### config.mk
export PLATFORM = sky130hd
export DESIGN_NAME = line_position_pid_top
export DESIGN_NICKNAME = d
export VERILOG_FILES = /design/src/rtl/lpp_pkg.sv /design/src/rtl/lpp_div.sv /design/src/rtl/line_position_pid_top.sv
export SDC_FILE = /design/constraint.sdc
export NUM_CORES = 2
export LEC_CHECK = 0
export BUFFER_PORTS_ARGS = -buffer_cell sky130_fd_sc_hd__buf_2
export CAP_MARGIN = 20
export CELL_PAD_IN_SITES_DETAIL_PLACEMENT = 0
export CELL_PAD_IN_SITES_GLOBAL_PLACEMENT = 1
export CORE_UTILIZATION = 46
export CTS_CLUSTER_DIAMETER = 100
export DETAILED_ROUTE_END_ITERATION = 8
export MAX_ROUTING_LAYER = met4
export PLACE_DENSITY_LB_ADDON = 0.1
export SLEW_MARGIN = 15
export SYNTH_ARGS = -nofsm -noshare
export SYNTH_HDL_FRONTEND = slang
export SYNTH_HIERARCHICAL = 1
export SYNTH_SLANG_ARGS = --single-unit
### constraint.sdc
create_clock -name clk -period 7.4 [get_ports clk]
set_input_delay 1.85 -clock clk [delete_from_list [all_inputs] [get_ports clk]]
set_output_delay 1.85 -clock clk [all_outputs]
set_load 0.02 [all_outputs]
### src/rtl/lpp_pkg.sv
// Shared types, widths and constants of the line position PID block.
`timescale 1ns / 1ps

package lpp_pkg;

  // Field and register widths
  localparam int SAMPLE_W   = 12;
  localparam int CAL_W      = 12;
  localparam int THR_W      = 10;
  localparam int POS_W      = 15;
  localparam int GAIN_W     = 16;
  localparam int CFG_IDX_W  = 3;
  localparam int CFG_DATA_W = 16;
  localparam int DRIVE_W    = 24;

  // Internal state widths
  localparam int CH_W      = 4;
  localparam int NORM_W    = 10;
  localparam int WSUM_W    = 28;
  localparam int VSUM_W    = 14;
  localparam int ERR_W     = 17;
  localparam int DELTA_W   = 18;
  localparam int INTEG_W   = 12;
  localparam int MUL_A_W   = 17;
  localparam int MUL_B_W   = 18;
  localparam int PROD_W    = MUL_A_W + MUL_B_W;
  localparam int SUM_W     = PROD_W + 1;
  localparam int GAIN_FRAC = 8;

  // Shared divider widths
  localparam int DIV_NUM_W = WSUM_W;
  localparam int DIV_DEN_W = VSUM_W;

  // Arithmetic constants
  localparam int NORM_FULL       = 1000;
  localparam int DIV10_RECIP     = 52429;
  localparam int DIV10_SHIFT     = 19;
  localparam int INTEG_LIMIT_MAX = 2047;

  // Parameter defaults
  localparam int DEF_SENSOR_COUNT = 16;
  localparam int DEF_SAMPLE_BITS  = 12;

  typedef enum logic [1:0] {
    MODE_BIN_BLACK = 2'd0,
    MODE_BIN_WHITE = 2'd1,
    MODE_MAP_BLACK = 2'd2,
    MODE_MAP_WHITE = 2'd3
  } line_mode_t;

  typedef enum logic [CFG_IDX_W-1:0] {
    REG_CAL_MIN   = 3'd0,
    REG_CAL_MAX   = 3'd1,
    REG_LINE_MODE = 3'd2,
    REG_THRESHOLD = 3'd3,
    REG_TARGET    = 3'd4,
    REG_GAIN_P    = 3'd5,
    REG_GAIN_I    = 3'd6,
    REG_GAIN_D    = 3'd7
  } reg_idx_t;

  typedef enum logic [4:0] {
    S_IDLE,
    S_NORM,
    S_RMUL,
    S_RDIV_GO,
    S_RDIV_WAIT,
    S_ACC1,
    S_ACC2,
    S_ACC3,
    S_POS,
    S_CDIV,
    S_LIM,
    S_ERR,
    S_MP,
    S_MI,
    S_MD,
    S_SUM,
    S_OUT
  } state_t;

endpackage

### src/rtl/lpp_div.sv
// Restoring divider, one quotient bit per cycle, shared by remap and centroid.
`timescale 1ns / 1ps

module lpp_div (
  input  logic                         clk,
  input  logic                         rst_n,
  input  logic                         start,
  input  logic [lpp_pkg::DIV_NUM_W-1:0] dividend,
  input  logic [lpp_pkg::DIV_DEN_W-1:0] divisor,
  output logic                         done,
  output logic [lpp_pkg::DIV_NUM_W-1:0] quotient
);
  import lpp_pkg::*;

  localparam int CntW = $clog2(DIV_NUM_W + 1);

  logic [DIV_NUM_W-1:0] quo_r;
  logic [DIV_DEN_W-1:0] rem_r;
  logic [DIV_DEN_W-1:0] den_r;
  logic [CntW-1:0]      cnt_r;
  logic                 busy_r;
  logic                 done_r;

  logic [DIV_DEN_W:0]   trial;
  logic [DIV_DEN_W:0]   diff;
  logic                 fits;

  // Trial subtract of the divisor from the shifted partial remainder
  assign trial = {rem_r, quo_r[DIV_NUM_W-1]};
  assign diff  = trial - {1'b0, den_r};
  assign fits  = (trial >= {1'b0, den_r});

  // Sequence control
  always_ff @(posedge clk) begin
    if (!rst_n) begin
      busy_r <= 1'b0;
      done_r <= 1'b0;
      cnt_r  <= '0;
    end else begin
      // Flag the cycle after the last quotient bit
      done_r <= busy_r && !start && (cnt_r == CntW'(1));
      if (start) begin
        busy_r <= 1'b1;
        cnt_r  <= CntW'(DIV_NUM_W);
      end else if (busy_r) begin
        cnt_r <= cnt_r - CntW'(1);
        if (cnt_r == CntW'(1)) begin
          busy_r <= 1'b0;
        end
      end
    end
  end

  // Shift the dividend out and the quotient bits in
  always_ff @(posedge clk) begin
    if (start) begin
      quo_r <= dividend;
      rem_r <= '0;
      den_r <= divisor;
    end else if (busy_r) begin
      rem_r <= fits ? diff[DIV_DEN_W-1:0] : trial[DIV_DEN_W-1:0];
      quo_r <= {quo_r[DIV_NUM_W-2:0], fits};
    end
  end

  assign done     = done_r;
  assign quotient = quo_r;

endmodule

### src/rtl/line_position_pid_top.sv
// Top level: sample normaliser, centroid accumulator and PID under one sequencer.
//
//  Channel  Direction  Handshake            Payload
//  in_      input      in_valid/in_ready    in_sample[11:0], in_frame_end
//  out_     output     out_valid/out_ready  out_drive[23:0] signed, out_line_lost
//  cfg_     input      cfg_we               cfg_index[2:0], cfg_wdata[15:0]
//
// A binarised sample skips the divider; a remapped sample takes a pass of the
// 28-step divider. A frame-end sample adds a divider pass for the centroid if a
// line was seen, then the shared 17x18 multiplier runs the limit and the three
// PID terms. Reset is synchronous, active low, and clears all but the datapath
// registers. in_ready is high only while the sequencer is idle; a result waiting
// in the output register does not block new samples until the next frame end.
`timescale 1ns / 1ps

module line_position_pid_top #(
  parameter int SENSOR_COUNT = lpp_pkg::DEF_SENSOR_COUNT,
  parameter int SAMPLE_BITS  = lpp_pkg::DEF_SAMPLE_BITS
) (
  input  logic                                 clk,
  input  logic                                 rst_n,
  input  logic                                 in_valid,
  output logic                                 in_ready,
  input  logic [lpp_pkg::SAMPLE_W-1:0]          in_sample,
  input  logic                                 in_frame_end,
  output logic                                 out_valid,
  input  logic                                 out_ready,
  output logic signed [lpp_pkg::DRIVE_W-1:0]    out_drive,
  output logic                                 out_line_lost,
  input  logic                                 cfg_we,
  input  logic [lpp_pkg::CFG_IDX_W-1:0]         cfg_index,
  input  logic [lpp_pkg::CFG_DATA_W-1:0]        cfg_wdata
);
  import lpp_pkg::*;

  localparam logic [SAMPLE_W-1:0] SampleMask =
    SAMPLE_W'((64'd1 << SAMPLE_BITS) - 64'd1);
  localparam logic [CH_W-1:0]  ChLast   = CH_W'(SENSOR_COUNT - 1);
  localparam logic [POS_W-1:0] LostHigh = POS_W'((SENSOR_COUNT + 1) * NORM_FULL);
  localparam logic [NORM_W-1:0] NormFull = NORM_W'(NORM_FULL);
  localparam logic [POS_W-1:0] PosMax   = {POS_W{1'b1}};
  localparam logic [INTEG_W-1:0] LimMax = INTEG_W'(INTEG_LIMIT_MAX);
  localparam logic signed [SUM_W-1:0] DriveHi = SUM_W'((64'sd1 <<< (DRIVE_W - 1)) - 64'sd1);
  localparam logic signed [SUM_W-1:0] DriveLo = -DriveHi - SUM_W'(1);

  // Configuration registers
  logic [CAL_W-1:0]         cal_min_r;
  logic [CAL_W-1:0]         cal_max_r;
  line_mode_t               line_mode_r;
  logic [THR_W-1:0]         thr_r;
  logic [POS_W-1:0]         target_r;
  logic signed [GAIN_W-1:0] gain_p_r;
  logic signed [GAIN_W-1:0] gain_i_r;
  logic signed [GAIN_W-1:0] gain_d_r;

  // Sequencer and datapath registers
  state_t                    state_r, state_nxt;
  logic [SAMPLE_W-1:0]       x_r;
  logic                      frame_end_r;
  logic [CAL_W-1:0]          xc_r;
  logic [NORM_W-1:0]         v_r;
  logic [CH_W-1:0]           ch_r;
  logic [WSUM_W-1:0]         wsum_r;
  logic [VSUM_W-1:0]         vsum_r;
  logic                      seen_r;
  logic [POS_W-1:0]          last_pos_r;
  logic [POS_W-1:0]          pos_r;
  logic                      lost_r;
  logic signed [INTEG_W-1:0] integ_r;
  logic signed [ERR_W-1:0]   prev_err_r;
  logic signed [ERR_W-1:0]   err_r;
  logic signed [DELTA_W-1:0] delta_r;
  logic signed [PROD_W-1:0]  prod_r;
  logic signed [SUM_W-1:0]   sum_r;
  logic                      out_valid_r;
  logic signed [DRIVE_W-1:0] out_drive_r;
  logic                      out_lost_r;

  // Combinational signals
  logic                      in_xfer;
  logic                      out_load;
  logic [CAL_W-1:0]          xc;
  logic [CAL_W-1:0]          mid;
  logic [CAL_W-1:0]          span;
  logic                      span_pos;
  logic [NORM_W-1:0]         bin_v;
  logic [NORM_W-1:0]         map_r;
  logic [NORM_W-1:0]         map_v;
  logic [POS_W-1:0]          cent;
  logic signed [MUL_A_W-1:0] mul_a;
  logic signed [MUL_B_W-1:0] mul_b;
  logic signed [PROD_W-1:0]  mul_p;
  logic                      mul_en;
  logic                      div_start;
  logic [DIV_NUM_W-1:0]      div_dividend;
  logic [DIV_DEN_W-1:0]      div_divisor;
  logic                      div_done;
  logic [DIV_NUM_W-1:0]      div_quot;
  logic signed [ERR_W-1:0]   err_c;
  logic signed [DELTA_W-1:0] delta_c;
  logic signed [DELTA_W-1:0] acc_raw;
  logic signed [DELTA_W-1:0] acc_c;
  logic signed [DELTA_W-1:0] lim_s;
  logic [INTEG_W-1:0]        lim_q;
  logic [INTEG_W-1:0]        lim;
  logic signed [SUM_W-1:0]   sum_shift;
  logic signed [DRIVE_W-1:0] drive_sat;

  assign in_ready = (state_r == S_IDLE);
  assign in_xfer  = in_valid && in_ready;
  assign out_load = (state_r == S_OUT) && (!out_valid_r || out_ready);

  // Configuration writes
  always_ff @(posedge clk) begin
    if (!rst_n) begin
      cal_min_r   <= '0;
      cal_max_r   <= {CAL_W{1'b1}};
      line_mode_r <= MODE_BIN_BLACK;
      thr_r       <= THR_W'(500);
      target_r    <= POS_W'(8500);
      gain_p_r    <= GAIN_W'(256);
      gain_i_r    <= '0;
      gain_d_r    <= '0;
    end else if (cfg_we) begin
      unique case (reg_idx_t'(cfg_index))
        REG_CAL_MIN:   cal_min_r   <= cfg_wdata[CAL_W-1:0];
        REG_CAL_MAX:   cal_max_r   <= cfg_wdata[CAL_W-1:0];
        REG_LINE_MODE: line_mode_r <= line_mode_t'(cfg_wdata[1:0]);
        REG_THRESHOLD: thr_r       <= cfg_wdata[THR_W-1:0];
        REG_TARGET:    target_r    <= cfg_wdata[POS_W-1:0];
        REG_GAIN_P:    gain_p_r    <= $signed(cfg_wdata[GAIN_W-1:0]);
        REG_GAIN_I:    gain_i_r    <= $signed(cfg_wdata[GAIN_W-1:0]);
        REG_GAIN_D:    gain_d_r    <= $signed(cfg_wdata[GAIN_W-1:0]);
      endcase
    end
  end

  // Clamp to the calibration window, ceiling first
  always_comb begin
    if (x_r > cal_max_r) begin
      xc = cal_max_r;
    end else if (x_r < cal_min_r) begin
      xc = cal_min_r;
    end else begin
      xc = x_r;
    end
  end

  assign mid      = CAL_W'(({1'b0, cal_min_r} + {1'b0, cal_max_r}) >> 1);
  assign span     = cal_max_r - cal_min_r;
  assign span_pos = (cal_max_r > cal_min_r);

  // Binarise at the midpoint
  always_comb begin
    if (line_mode_r == MODE_BIN_BLACK) begin
      bin_v = (xc < mid) ? '0 : NormFull;
    end else begin
      bin_v = (xc > mid) ? '0 : NormFull;
    end
  end

  // Remap result from the divider, inverted for a white line
  assign map_r = (div_quot > DIV_NUM_W'(NORM_FULL)) ? NormFull : div_quot[NORM_W-1:0];
  assign map_v = (line_mode_r == MODE_MAP_BLACK) ? map_r : NormFull - map_r;

  // Centroid, saturated to the position width
  assign cent = (|div_quot[DIV_NUM_W-1:POS_W]) ? PosMax : div_quot[POS_W-1:0];

  // Error, derivative and clamped integrator
  assign err_c   = $signed({2'b00, pos_r}) - $signed({2'b00, target_r});
  assign delta_c = DELTA_W'(err_c) - DELTA_W'(prev_err_r);
  assign acc_raw = DELTA_W'(integ_r) + DELTA_W'(err_c);
  assign lim_q   = prod_r[DIV10_SHIFT +: INTEG_W];
  assign lim     = (lim_q > LimMax) ? LimMax : lim_q;
  assign lim_s   = $signed({{(DELTA_W - INTEG_W){1'b0}}, lim});

  always_comb begin
    if (acc_raw > lim_s) begin
      acc_c = lim_s;
    end else if (acc_raw < -lim_s) begin
      acc_c = -lim_s;
    end else begin
      acc_c = acc_raw;
    end
  end

  // Floor shift of the PID sum and saturation
  assign sum_shift = sum_r >>> GAIN_FRAC;

  always_comb begin
    if (sum_shift > DriveHi) begin
      drive_sat = DriveHi[DRIVE_W-1:0];
    end else if (sum_shift < DriveLo) begin
      drive_sat = DriveLo[DRIVE_W-1:0];
    end else begin
      drive_sat = sum_shift[DRIVE_W-1:0];
    end
  end

  // Shared multiplier
  assign mul_p = mul_a * mul_b;

  // Next state
  always_comb begin
    state_nxt = state_r;
    unique case (state_r)
      S_IDLE: begin
        if (in_xfer) state_nxt = S_NORM;
      end
      S_NORM: begin
        if ((line_mode_r == MODE_MAP_BLACK || line_mode_r == MODE_MAP_WHITE) && span_pos) begin
          state_nxt = S_RMUL;
        end else begin
          state_nxt = S_ACC1;
        end
      end
      S_RMUL:      state_nxt = S_RDIV_GO;
      S_RDIV_GO:   state_nxt = S_RDIV_WAIT;
      S_RDIV_WAIT: begin
        if (div_done) state_nxt = S_ACC1;
      end
      S_ACC1:      state_nxt = S_ACC2;
      S_ACC2:      state_nxt = S_ACC3;
      S_ACC3:      state_nxt = frame_end_r ? S_POS : S_IDLE;
      S_POS: begin
        if (seen_r && (vsum_r != '0)) begin
          state_nxt = S_CDIV;
        end else begin
          state_nxt = S_LIM;
        end
      end
      S_CDIV: begin
        if (div_done) state_nxt = S_LIM;
      end
      S_LIM:       state_nxt = S_ERR;
      S_ERR:       state_nxt = S_MP;
      S_MP:        state_nxt = S_MI;
      S_MI:        state_nxt = S_MD;
      S_MD:        state_nxt = S_SUM;
      S_SUM:       state_nxt = S_OUT;
      S_OUT: begin
        if (out_load) state_nxt = S_IDLE;
      end
    endcase
  end

  // Sequencer outputs: multiplier operands and divider start
  always_comb begin
    mul_a        = '0;
    mul_b        = '0;
    mul_en       = 1'b0;
    div_start    = 1'b0;
    div_dividend = prod_r[DIV_NUM_W-1:0];
    div_divisor  = {{(DIV_DEN_W - CAL_W){1'b0}}, span};
    unique case (state_r)
      S_RMUL: begin
        mul_a  = $signed(MUL_A_W'(xc_r - cal_min_r));
        mul_b  = MUL_B_W'(NORM_FULL);
        mul_en = 1'b1;
      end
      S_RDIV_GO: begin
        div_start = 1'b1;
      end
      S_ACC1: begin
        mul_a  = $signed(MUL_A_W'(v_r));
        mul_b  = $signed(MUL_B_W'({1'b0, ch_r} + 5'd1));
        mul_en = 1'b1;
      end
      S_ACC2: begin
        mul_a  = prod_r[MUL_A_W-1:0];
        mul_b  = MUL_B_W'(NORM_FULL);
        mul_en = 1'b1;
      end
      S_POS: begin
        div_start    = seen_r && (vsum_r != '0);
        div_dividend = wsum_r;
        div_divisor  = vsum_r;
      end
      S_LIM: begin
        mul_a  = $signed(MUL_A_W'(target_r));
        mul_b  = MUL_B_W'(DIV10_RECIP);
        mul_en = 1'b1;
      end
      S_MP: begin
        mul_a  = MUL_A_W'(gain_p_r);
        mul_b  = MUL_B_W'(err_r);
        mul_en = 1'b1;
      end
      S_MI: begin
        mul_a  = MUL_A_W'(gain_i_r);
        mul_b  = MUL_B_W'(integ_r);
        mul_en = 1'b1;
      end
      S_MD: begin
        mul_a  = MUL_A_W'(gain_d_r);
        mul_b  = delta_r;
        mul_en = 1'b1;
      end
      default: begin
        mul_en = 1'b0;
      end
    endcase
  end

  lpp_div u_div (
    .clk      (clk),
    .rst_n    (rst_n),
    .start    (div_start),
    .dividend (div_dividend),
    .divisor  (div_divisor),
    .done     (div_done),
    .quotient (div_quot)
  );

  // State register and architectural state
  always_ff @(posedge clk) begin
    if (!rst_n) begin
      state_r     <= S_IDLE;
      ch_r        <= '0;
      wsum_r      <= '0;
      vsum_r      <= '0;
      seen_r      <= 1'b0;
      last_pos_r  <= '0;
      integ_r     <= '0;
      prev_err_r  <= '0;
      out_valid_r <= 1'b0;
    end else begin
      state_r <= state_nxt;

      // Accumulate one channel
      if (state_r == S_ACC3) begin
        if (v_r >= thr_r) begin
          seen_r <= 1'b1;
          wsum_r <= wsum_r + prod_r[WSUM_W-1:0];
        end
        vsum_r <= vsum_r + VSUM_W'(v_r);
        ch_r   <= (ch_r == ChLast) ? '0 : ch_r + CH_W'(1);
      end

      // Keep the last good position
      if (state_r == S_POS && seen_r && vsum_r == '0) begin
        last_pos_r <= '0;
      end
      if (state_r == S_CDIV && div_done) begin
        last_pos_r <= cent;
      end

      // Advance the controller memory
      if (state_r == S_ERR) begin
        integ_r    <= INTEG_W'(acc_c);
        prev_err_r <= err_c;
      end

      // Hand the result over and drop the frame accumulators
      if (out_load) begin
        out_valid_r <= 1'b1;
        ch_r        <= '0;
        wsum_r      <= '0;
        vsum_r      <= '0;
        seen_r      <= 1'b0;
      end else if (out_ready) begin
        out_valid_r <= 1'b0;
      end
    end
  end

  // Payload registers
  always_ff @(posedge clk) begin
    if (in_xfer) begin
      x_r         <= in_sample & SampleMask;
      frame_end_r <= in_frame_end;
    end

    if (mul_en) begin
      prod_r <= mul_p;
    end

    if (state_r == S_NORM) begin
      xc_r <= xc;
      if (line_mode_r == MODE_BIN_BLACK || line_mode_r == MODE_BIN_WHITE) begin
        v_r <= bin_v;
      end else if (!span_pos) begin
        v_r <= (line_mode_r == MODE_MAP_BLACK) ? '0 : NormFull;
      end
    end

    if (state_r == S_RDIV_WAIT && div_done) begin
      v_r <= map_v;
    end

    // Position at frame end
    if (state_r == S_POS) begin
      lost_r <= !seen_r;
      if (!seen_r) begin
        pos_r <= (last_pos_r < target_r) ? '0 : LostHigh;
      end else begin
        pos_r <= '0;
      end
    end
    if (state_r == S_CDIV && div_done) begin
      pos_r <= cent;
    end

    if (state_r == S_ERR) begin
      err_r   <= err_c;
      delta_r <= delta_c;
    end

    // Sum the PID terms
    if (state_r == S_MI) begin
      sum_r <= SUM_W'(prod_r);
    end
    if (state_r == S_MD || state_r == S_SUM) begin
      sum_r <= sum_r + SUM_W'(prod_r);
    end

    if (out_load) begin
      out_drive_r <= drive_sat;
      out_lost_r  <= lost_r;
    end
  end

  assign out_valid     = out_valid_r;
  assign out_drive     = out_drive_r;
  assign out_line_lost = out_lost_r;

endmodule

Word-level counts from Yosys, hierarchy flattened. Cells that the tools add are included.

Shift-type cells: 0. Equal/unequal tests: 33. Bitwise gates (word level): 1. Multiplexer cells: 50. Div/mod/pow operators: 0. Multiply operators: 1. $lt $le $gt $ge: 14. Reductions and logical operators: 44. Add/sub/neg operators: 15.

Operator list (count): 17-bit one-hot mux with 7 select lines (1); 18-bit one-hot mux with 6 select lines (1); 15-bit two-way mux (7); 10-bit two-way mux (10); 5-bit one-hot mux with 17 select lines (1); 28-bit two-way mux (3); 12-bit two-way mux (6); 36-bit two-way mux (2); 5-bit by 4-bit equality test with 1-bit output, second input constant (8); 36-bit by 35-bit adder with 36-bit output (1); 12-bit > comparator (3); 17-bit by 18-bit multiplier with 35-bit output (1); 5-bit two-way mux (6); 28-bit adder (1); 28-bit by 10-bit > comparator with 1-bit output, second input constant (1); 28-bit by 24-bit > comparator with 1-bit output, second input constant (1); 28-bit by 24-bit < comparator with 1-bit output, second input constant (1); 12-bit < comparator (2); 24-bit two-way mux (1); 5-bit by 3-bit equality test with 1-bit output, second input constant (4); 2-bit AND reduction (10); 17-bit by 18-bit < comparator with 1-bit output (1); 12-bit negator with 18-bit output (1); 12-bit by 16-bit adder with 17-bit output (1); 48 further kinds (84).

Bits in writable memories: 0. Memories kept: 0. Logic and storage cells: 195. Flip-flop bits (word level): 439. Memory bits (read-only): 0. Bits in latches: 0.

Logic depth before layout (Yosys ltp).
Depth after elaboration: 9. Depth in mapped cells: 37. Mapped depth without buffers: 35.

Cells and area by module. The synthesis kept the hierarchy.

By module, submodules not included: line_position_pid_top (instances 1, cells an instance 4131, sequential area each 9308.9 µm², area each 36133.4 µm²); lpp_div (instances 1, cells an instance 291, sequential area each 1681.6 µm², area each 3324.4 µm²).

Least setup slack after synthesis. OpenSTA, ideal clock, no wires.

Kind: register -> register. From: reg cal_min_r[0]. To: reg prod_r[34], data pin. Data arrival time: 7882 ps. Setup slack: -760 ps. Clock period less this slack: 8160 ps. Library setup time: 277 ps. Stages on the path, launching flop included: 32. Cell sequence: dfxtp_1 > ha_1 > fa_1 > nor2b_1 > o21ai_1 > a21boi_1 > o21ai_1 > a21boi_0 > o21ai_0 > a21boi_1 > o21a_1 > o211a_1 > buf_2 > buf_2 > a21oi_1 > fa_1 > fa_1 > fa_1 > fa_1 > fa_1 > inv_1 > fa_1 > inv_1 > ha_1 > a21o_1 > nor4_1 > a21o_1 > nor4_1 > o21a_1 > o31a_1 > o311ai_0 > o211ai_1.

Word-level cells in the longest chain between the ends: 3.

Ends and longest elaborated chain: start: declaration (line line_position_pid_top.sv:47) `logic [CAL_W-1:0] cal_min_r;`; start signal: assignment (line line_position_pid_top.sv:126) `REG_CAL_MIN: cal_min_r <= cfg_wdata[CAL_W-1:0];`; 12-bit by 12-bit subtractor with 13-bit output (line line_position_pid_top.sv:257) `mul_a = $signed(MUL_A_W'(xc_r - cal_min_r));`; 17-bit one-hot mux with 7 select lines (line line_position_pid_top.sv:255) `unique case (state_r)`; 17-bit by 18-bit multiplier with 35-bit output (line line_position_pid_top.sv:201) `assign mul_p = mul_a * mul_b;`; named net mul_p[34] (line line_position_pid_top.sv:92) `logic signed [PROD_W-1:0] mul_p;`; end signal: assignment (line line_position_pid_top.sv:375) `prod_r <= mul_p;`; end: declaration (line line_position_pid_top.sv:73) `logic signed [PROD_W-1:0] prod_r;`.

The timed path passes the listed nets, and every way through them passes these cells. A chain may end at the register's enable or synchronous reset.

Final worst setup path.
From: reg xc_r[0]. To: reg prod_r[34], data pin.

Word-level cells in the longest chain between the ends: 3.

Ends and longest elaborated chain: start: declaration (line line_position_pid_top.sv:60) `logic [CAL_W-1:0] xc_r;`; start signal: assignment (line line_position_pid_top.sv:379) `xc_r <= xc;`; 12-bit by 12-bit subtractor with 13-bit output (line line_position_pid_top.sv:257); 17-bit one-hot mux with 7 select lines (line line_position_pid_top.sv:255); 17-bit by 18-bit multiplier with 35-bit output (line line_position_pid_top.sv:201); named net mul_p[34] (line line_position_pid_top.sv:92).

The timed path passes the listed nets, and every way through them passes these cells.

==> impl_metrics.csv <==
group,metric,value,unit
clocking,cts_tree,"built",
pwr,power_density,189,nW/um^2
floorplanning,die_area,87000,sq um
setup_path,cp_max_fo,4,
logic_synthesis,synth-seq-cells,438,
place,place.gp.congestion,0.942,
sta,slew-limit-headroom,0.207,
grt,grt_pass1_wl,193,mm
sta,finalHoldViolations,0,
logic_synthesis,ys_types,103,
logic_synthesis,ys_warn_count,6,
place,hpwl,99.6,mm
logic_synthesis,synth_flop_cell,"edfxtp_1",
sta,worst_pin_slew,1.18,ns
logic_synthesis,yosysTopAreaCellShare,0.169,
floorplanning,die_y,295,um
final_layout,area_growth,18.0,%
grt,grt_usage,0.302,
outcome,violations,"negative setup slack",
final_layout,fin_util,0.548,
clocking,cts_root_buf,"clkbuf_16",
clocking,path_clk_slew,0.06,ns
logic_synthesis,synth_area,39500,sq um
grt,grt_pass1_vias,32300,
floorplanning,ios,64,
logic_synthesis,yosys-top-cells-count,"nand2_1, inv_1, ha_1",
logic_synthesis,yosys.area_share.adder,0.268,
final_layout,multiInputGateArea,26700,sq um
logic_synthesis,synthCells,4422,
clocking,clk_latency,0.64,ns
logic_synthesis,syn-num-nets,5119,
logic_synthesis,yosysTopAreaCell,"edfxtp_1",
logic_synthesis,synth_top_family_by_area,"adder cells",
clocking,cts_max_level,2,
logic_synthesis,synth_xor_area_frac,0.0331,
setup_path,critPathBufInv,6,
sta,setup_tns,-2.31,ns
clocking,holdBufCountCts,0,
detailed_routing,drtIter0Drc,2429,
detailed_routing,route.vias.total,32800,
final_layout,final_cells,5946,
setup_path,cp_num_cells,33,
sta,fin_worst_skew,0.0502,ns
logic_synthesis,yosysMostFrequentCell,"nand2_1",
setup_path,worstSetupPathType,"reg -> reg",
logic_synthesis,synth-async-reset-ratio,0,
final_layout,final_layout_size_suffix_gt1_frac,0.163,
floorplanning,initial_utilization,0.464,
setup_path,worst_path_max_delay_cell,"fa_2",
detailed_routing,viasPerCell,5.52,
setup_path,cp.required,7.73,ns
sta,fin_crit_sh,1.05,
grt,overflow,0,
detailed_routing,wl,126,mm
logic_synthesis,synthMuxAreaShare,0.0206,
detailed_routing,drc,0,
logic_synthesis,synth-simple-area-share,0.157,
floorplanning,row_count,107,
setup_path,cp_common_cell,"fa_1",
logic_synthesis,ys_seq_area_frac,0.279,
final_layout,seqCellArea,11000,sq um
sta,setup_viol,12,
logic_synthesis,synth_compound_area_frac,0.175,
min_path,hp-class,"reg -> reg",
sta,drv_slew,0,
place,io_buffers,63,
place,place_inst,5814,
grt,antenna_found_initial,4,
setup_path,cp_top_family,"adder cells",
detailed_routing,first_pass_iters,6,
setup_path,critPathLaunchType,"register",
outcome,status,"complete, but fails checks",
sta,max_freq,129,MHz
clocking,clock-sinks,438,
logic_synthesis,synth.area.top_cells,"edfxtp_1, fa_1, ha_1",
detailed_routing,wl_per_cell,21.2,um
pwr,power,8.79,mW
setup_path,cp.arrival,8.09,ns
clocking,clk_path_buf_depth,3,
sta,finalWorstSetupSlack,-0.366,ns
clocking,cts_made_buffers,54,
setup_path,reg2reg_depth,33,
sta,period_needed,7.77,ns
final_layout,fillers,7914,
logic_synthesis,synth_edf_count,222,
final_layout,design.final.nets,5449,
setup_path,crit_path_max_incr_delay,0.55,ns
sta,rsz0062_at_grt,"true",
floorplanning,dieWidth,295,um
pwr,ir_drop,0.166,mV
detailed_routing,ant_nets,0,
min_path,hold_path_depth,2,
floorplanning,coreArea,85000,sq um
pwr,p_leak,20.7,nW
run,drv_cap,0,
logic_synthesis,syn_area_per_cell,8.92,sq um
grt,grt_max_degree,110,
setup_path,crit_path_end_kind,"register",
-- report_power, final --
group          total [mW]  switching, mW  internal (mW)
sequential           3.06          0.267           2.80
combinational        2.81           1.64           1.17
clock                2.92           1.16           1.76
total                8.79           3.07           5.73
-- cells in the final DEF, fill, tap and decap left out, types with 43 or more instances in the layout --
master     count
nand2_1      601
a21oi_1      230
fa_1         297
a21o_1       106
nand2b_1      51
xnor2_1       95
nand3_1       72
clkbuf_16     55
o21ai_0      165
ha_1         325
nor2_1       330
xor2_1        50
buf_4        336
nor2b_1       47
mux2i_1       44
buf_2         62
edfxtp_1     222
inv_1        513
dfxtp_1      214
a21boi_0     107
nor3_1        52
o211ai_1      43
-- metrics by stage --
step | area, sq um | hold slack (ns) | setup WS, ns
after CTS | 46300 | 0.469 | -0.400
after global placement | 43900 | 0.453 | -0.466
after detailed placement | 43900 | 0.461 | -0.545
final | 46600 | 0.465 | -0.366
after floorplan | 39800 | 0.400 | -0.0217
after global routing | 46600 | 0.486 | -0.667
-- routing by layer --
layer	track usage	routed length (um)	part of all wire
met1	0.417	58800	0.47
met3	0.0532	8650	0.069
met2	0.456	55400	0.44
met5	-	0	0
met4	0.0762	3160	0.025
-- final cells by class --
type                            count  area share
Inverter                          532      0.0430
Clock inverter                     36      0.0109
Sequential cell                   438       0.236
Antenna cell                        5    0.000269
Timing Repair Buffer              436      0.0758
Multi-Input combinational cell   3290       0.573
Clock buffer                       65      0.0306
Tap cell                         1144      0.0307
-- cells by family (layout without fill, tap and decap cells) --
group | after synthesis | in the layout
other | 1 | 6
XOR/XNOR | 149 | 149
multiplexers | 77 | 77
adder cells (fa/ha/maj) | 660 | 660
flip-flops | 438 | 438
buffers and inverters | 694 | 1069
AO/OA/AOI/OAI | 1024 | 1024
AND/OR/NAND/NOR | 1379 | 1379
-- what timing repair did --
| item | 4_1_cts | 5_1_grt |
|---|---|---|
| gates resized for setup | 58 | 55 |
| pin swaps | 62 | 32 |
| setup endpoints to repair | 16 | 24 |
| setup buffers | 25 | 1 |
| cloned | 1 | 0 |
-- registers in the layout, summed over array words and instances, names as in the netlist, 14 cells and up --
name / flops
sum_r: 36
prod_r: 35
u_div/quotient: 28
wsum_r: 28
out_drive: 24
delta_r: 17
err_r: 16
gain_d_r: 16
gain_i_r: 16
gain_p_r: 16
prev_err_r: 16
last_pos_r: 15
pos_r: 15
target_r: 15
u_div/den_r: 14
u_div/rem_r: 14
vsum_r: 14
-- worst paths after layout --
path / startpoint / to / slack (ns)
max: xc_r[0]$_DFFE_PP_ / prod_r[34]$_DFFE_PN_ / -0.37
min: gain_i_r[3]$_SDFFE_PN0P_ / gain_i_r[3]$_SDFFE_PN0P_ / 0.47
max reg2reg: xc_r[0]$_DFFE_PP_ / prod_r[34]$_DFFE_PN_ / -0.37
min reg2reg: gain_i_r[3]$_SDFFE_PN0P_ / gain_i_r[3]$_SDFFE_PN0P_ / 0.47
-- worst min-delay path: stages (launching register included) --
cell	delay, ns
dfxtp_1	0.31
nand2_1	0.04
a21boi_0	0.06
Power figures use the tool's default switching activity.
